[config.mk]
export PLATFORM = sky130hd
export DESIGN_NAME = nbg_div
export DESIGN_NICKNAME = d
export VERILOG_FILES = /design/src/design/nbg_pkg.sv /design/src/design/nbg_div.sv
export SDC_FILE = /design/constraint.sdc
export NUM_CORES = 1
export LEC_CHECK = 0
export BUFFER_PORTS_ARGS = -buffer_cell sky130_fd_sc_hd__buf_2
export CELL_PAD_IN_SITES_DETAIL_PLACEMENT = 2
export CELL_PAD_IN_SITES_GLOBAL_PLACEMENT = 2
export CORE_MARGIN = 2
export CORE_UTILIZATION = 38
export DETAILED_ROUTE_END_ITERATION = 10
export PLACE_DENSITY = 0.94
export SETUP_SLACK_MARGIN = 0.3
export SYNTH_ARGS = -nofsm -noshare
export SYNTH_HDL_FRONTEND = slang
export SYNTH_SLANG_ARGS = --single-unit
export TNS_END_PERCENT = 50
[constraint.sdc]
create_clock -name clk -period 6.8 [get_ports clk]
set_clock_uncertainty 0.05 [all_clocks]
set_input_delay 0.68 -clock clk [delete_from_list [all_inputs] [get_ports clk]]
set_output_delay 0.68 -clock clk [all_outputs]
set_load 0.1 [all_outputs]
[src/design/nbg_pkg.sv]
// Shared types, constants and helper functions of the n-body gravity step unit.
package nbg_pkg;

  localparam int MAX_BODIES_DEF = 64;
  localparam int FRAC_BITS_DEF = 16;
  localparam logic [15:0] GAIN_RESET = 16'd6554;
  localparam int DIV_NUM_W = 64;
  localparam int DIV_DEN_W = 33;
  localparam int ACC_W = 41;
  localparam int SAT_IN_W = 42;

  typedef struct packed {
    logic start;
    logic [DIV_NUM_W-1:0] num;
    logic [DIV_DEN_W-1:0] den;
  } div_req_t;

  typedef struct packed {
    logic signed [31:0] val;
    logic clip;
  } sat_t;

  typedef enum logic [4:0] {
    S_LOAD, S_OWN_RD, S_OWN_LATCH, S_PAIR_RD, S_PAIR_D,
    S_SQ_A, S_SQ_B, S_SQ_START, S_SQ_RUN, S_DIST, S_MR3, S_MG,
    S_DIV1, S_DIV1_W, S_DIV2, S_DIV2_W, S_DIVX, S_DIVX_W, S_DIVY, S_DIVY_W,
    S_TX, S_TX_ACC, S_TY_ACC, S_FINISH, S_OUT_RD, S_OUT_CALC, S_OUT_WAIT
  } state_t;

  function automatic sat_t sat32(input logic signed [SAT_IN_W-1:0] v);
    sat_t res;
    if (v > SAT_IN_W'(signed'(32'sh7FFFFFFF))) begin
      res.val = 32'sh7FFFFFFF;
      res.clip = 1'b1;
    end else if (v < SAT_IN_W'(signed'(32'sh80000000))) begin
      res.val = 32'sh80000000;
      res.clip = 1'b1;
    end else begin
      res.val = v[31:0];
      res.clip = 1'b0;
    end
    return res;
  endfunction

endpackage

[src/design/nbg_div.sv]
// Restoring divider, one quotient bit per cycle, shared by all divisions of a pair.
module nbg_div import nbg_pkg::*; (
  input  logic clk,
  input  logic rst,
  input  div_req_t req,
  output logic busy,
  output logic [DIV_NUM_W-1:0] quo
);

  logic [DIV_NUM_W-1:0] work;
  logic [DIV_DEN_W:0] rem;
  logic [DIV_DEN_W-1:0] den;
  logic [6:0] cnt;
  logic [DIV_DEN_W+1:0] sh;
  logic ge;

  assign sh = {rem, work[DIV_NUM_W-1]};
  assign ge = sh >= {2'b00, den};
  assign quo = work;

  always_ff @(posedge clk) begin
    if (rst) begin
      busy <= 1'b0;
      cnt <= '0;
    end else if (req.start) begin
      busy <= 1'b1;
      cnt <= '0;
    end else if (busy) begin
      cnt <= cnt + 7'd1;
      if (cnt == 7'(DIV_NUM_W - 1)) begin
        busy <= 1'b0;
      end
    end
  end

  always_ff @(posedge clk) begin
    if (req.start) begin
      work <= req.num;
      rem <= '0;
      den <= req.den;
    end else if (busy) begin
      work <= {work[DIV_NUM_W-2:0], ge};
      rem <= ge ? (DIV_DEN_W+1)'(sh - {2'b00, den}) : sh[DIV_DEN_W:0];
    end
  end

endmodule

==> results.yml <==
status:
  status: "finished clean"
worst_setup_path:
  crit_path_start_kind: "register"
  crit_arrival_ns: 3.82
  worstSetupPathType: "register to register"
  endpoint_kind: "register"
  cp_max_fo: 4
  r2r-start: "quo[63]"
  reg2reg_slack_ns: 3.28
  regToRegEndpoint: "rem[28]"
  reg2regPathDepth: 13
  worst_ep_required_time_ns: 7.10
finish:
  num-fill-cells: 1951
  area_growth_pct: 22.1
  final_nets: 933
  layout_common_cells: "buf_2, edfxtp_1, mux2_2, inv_1"
  drive_above_1_share_pct: 33.2
  multiInputGateArea_um2: 3250
  final_common_cell: "buf_2"
  regArea_um2: 3750
timing:
  setup_viol: 0
  finalHoldViolCount: 0
  worst_slew_pin_slew_ns: 0.873
  worst_slack_ns: 3.28
  hold_ws_ns: 0.368
  finalCriticalPeriod_ns: 3.52
  tns_ns: 0
  rsz0062_at_grt: "false"
  min_period_over_period_pct: 51.8
  relSlewSlack_pct: 41.8
  fmax_mhz: 284
  drv_slew: 0
floorplanning:
  die_area_um2: 20300
  chipWidth_um: 142
  rows: 50
  num_io_pins: 165
  die_y_um: 142
  core-area_um2: 18800
  start_util_pct: 38.8
global_routing:
  top_usage_layer: "met2"
  gr-total-overflow: 0
  grt_pass1_wl_um: 36100
  antenna_found_initial: 2
  grt_max_degree: 66
  use_met2_pct: 42.5
  grt_pass1_vias: 6523
  grt_use_met1_pct: 25.9
  grt_use_met3_pct: 8.82
  grt_use_total_pct: 23.6
logic_synthesis:
  synth_seq_area_share_pct: 51.5
  postSynthCellCount: 635
  async_flop_share_pct: 0
  syn-cell-area_um2: 7280
  synth-seq-cells: 139
  synth_edf_count: 97
  synth.distinct_cells: 57
  avgSynthCellArea_um2: 11.5
  yosys_warnings: 0
  syn_nets: 770
  synthFlopType: "edfxtp_1"
routing:
  ant_nets: 0
  dr.pass1.iters: 4
  routed_wl_um: 23000
  viasPerCell: 5.40
  wl_per_cell_um: 22.0
  remaining_drc_errors: 0
  vias: 5641
  drt-initial-drc-count: 228
clock_network:
  clkLatencyLatePin_ns: 0.44
  cts_max_level: 4
  clk_pin_slew_ns: 0.06
  cts_setup_buffers: 0
  cts_buffer_depth: 2
  cts_num_sinks: 139
  tritoncts: "yes"
  hold_buffers: 0
  numCtsBuffers: 17
  cts_root_buf: "clkbuf_16"
  cts_resized: 0
placed_design:
  portBuffers: 164
  dpl_worst_slack_ns: 3.35
  gp_congestion: 0.801
  hpwl_um: 16400
power_and_ir_drop:
  leakagePower_nw: 3.86
  ir_drop_mv: 0.205
  p_per_area_nw_per_um2: 312
worst_hold_path:
  holdPathStages: 1
  hp-start: "req[30]"
  hold_class: "primary input to register"
  holdPathEnd: "den[30]"
job:
  drv_cap: 0
metrics by stage:
step	area (um^2)	std cells	power [mW]	util, %
after floorplan	7280	635	1.67	-
after global placement	8320	1013	1.83	44.3
after detailed placement	8320	1013	1.85	44.3
after CTS	8890	1044	2.80	47.4
after global routing	8900	1045	2.89	47.4
final	8900	1045	2.78	47.4
cell families (layout without fill, tap and decap cells):
group	count (synthesis)	count (layout)	share of synthesized area (%)
xor gates and xnor gates	33	33	3.97
and+or+nand+nor	126	126	8.19
DFF	139	139	51.5
muxes	87	87	13.1
AOI/OAI and AO/OA	146	146	13.3
adders and majority gates	35	35	6.11
other	0	1	0
buffers and inverters	69	244	3.88
cell usage after synthesis (2+ instances only):
| library cell | n | area [um^2] |
|---|---|---|
| xor2_1 | 12 | 105 |
| or3_1 | 5 | 31.3 |
| nand2b_1 | 3 | 18.8 |
| and3_1 | 3 | 18.8 |
| and2_1 | 3 | 18.8 |
| o31ai_1 | 4 | 30.0 |
| inv_1 | 44 | 165 |
| nor3_1 | 4 | 20.0 |
| xnor2_1 | 21 | 184 |
| a21oi_1 | 41 | 205 |
| o21a_1 | 3 | 22.5 |
| nor2_1 | 42 | 158 |
| o2111ai_1 | 2 | 17.5 |
| edfxtp_1 | 97 | 2910 |
| mux2_2 | 64 | 721 |
| nor4_1 | 2 | 12.5 |
| clkbuf_1 | 13 | 48.8 |
| nor2b_1 | 7 | 43.8 |
| o2bb2ai_1 | 2 | 17.5 |
| a211o_1 | 3 | 26.3 |
| o21ai_1 | 2 | 10.0 |
| buf_2 | 4 | 20.0 |
| a221oi_2 | 2 | 30.0 |
| a32oi_1 | 5 | 43.8 |
| nand2_1 | 33 | 124 |
| mux2i_1 | 23 | 230 |
| a31oi_1 | 8 | 50.1 |
| a311oi_1 | 2 | 17.5 |
| nand4_1 | 7 | 43.8 |
| o21bai_1 | 4 | 30.0 |
| o211ai_1 | 4 | 30.0 |
| ha_1 | 34 | 425 |
| a211oi_1 | 18 | 135 |
| o21ai_0 | 21 | 105 |
| or2_2 | 2 | 12.5 |
| a21o_1 | 17 | 128 |
| buf_6 | 2 | 22.5 |
| nand3_1 | 8 | 40.0 |
| buf_1 | 5 | 18.8 |
| dfxtp_1 | 42 | 841 |
worst max path at each step:
stage	endpoint	start	depth (start not counted)	slack [ns]
after floorplan	rem[32]	quo[63]	13	3.32
after global placement	rem[32]	quo[63]	13	3.50
after detailed placement	rem[28]	quo[63]	13	3.35
after CTS	rem[28]	quo[63]	13	3.29
after global routing	rem[28]	quo[63]	13	2.98
final	rem[28]	quo[63]	13	3.28
sequential cells by signal (all words and copies together), names as in the netlist:
name,flops
quo,64
rem,34
den,33
cnt,7
busy,1
cell type report:
class | instances | area share (%)
sequential | 139 | 42.2
multi-input combinational | 427 | 36.5
timing repair buffer | 169 | 9.68
clock buffer | 19 | 4.87
tap | 234 | 3.29
inverter | 44 | 1.86
clock inverter | 12 | 1.58
antenna | 1 | 0.0281
critical path, cell delays in order (launching register included):
cell and delay [ns]:
edfxtp_1 0.41, inv_1 0.08, ha_1 0.16, inv_1 0.05, fa_1 0.41, a21o_1 0.22, a221oi_2 0.38, o2bb2ai_1 0.24
a221oi_2 0.51, o21ai_0 0.26, a21boi_0 0.27, xnor2_1 0.14, mux2i_1 0.08, o21ai_0 0.17
routing by layer:
layer / vias up / wire, um
li1: 2682 / -
met1: 2792 / 9000
met2: 150 / 12000
met3: 15 / 1740
met4: 2 / 201
met5: - / 13
where the power goes:
part / switching (mW) / internal, mW
Sequential: 0.0488 / 0.996
Combinational: 0.579 / 0.220
Clock: 0.390 / 0.542
Total: 1.02 / 1.76
No activity file was read; power rests on OpenSTA's default activity.
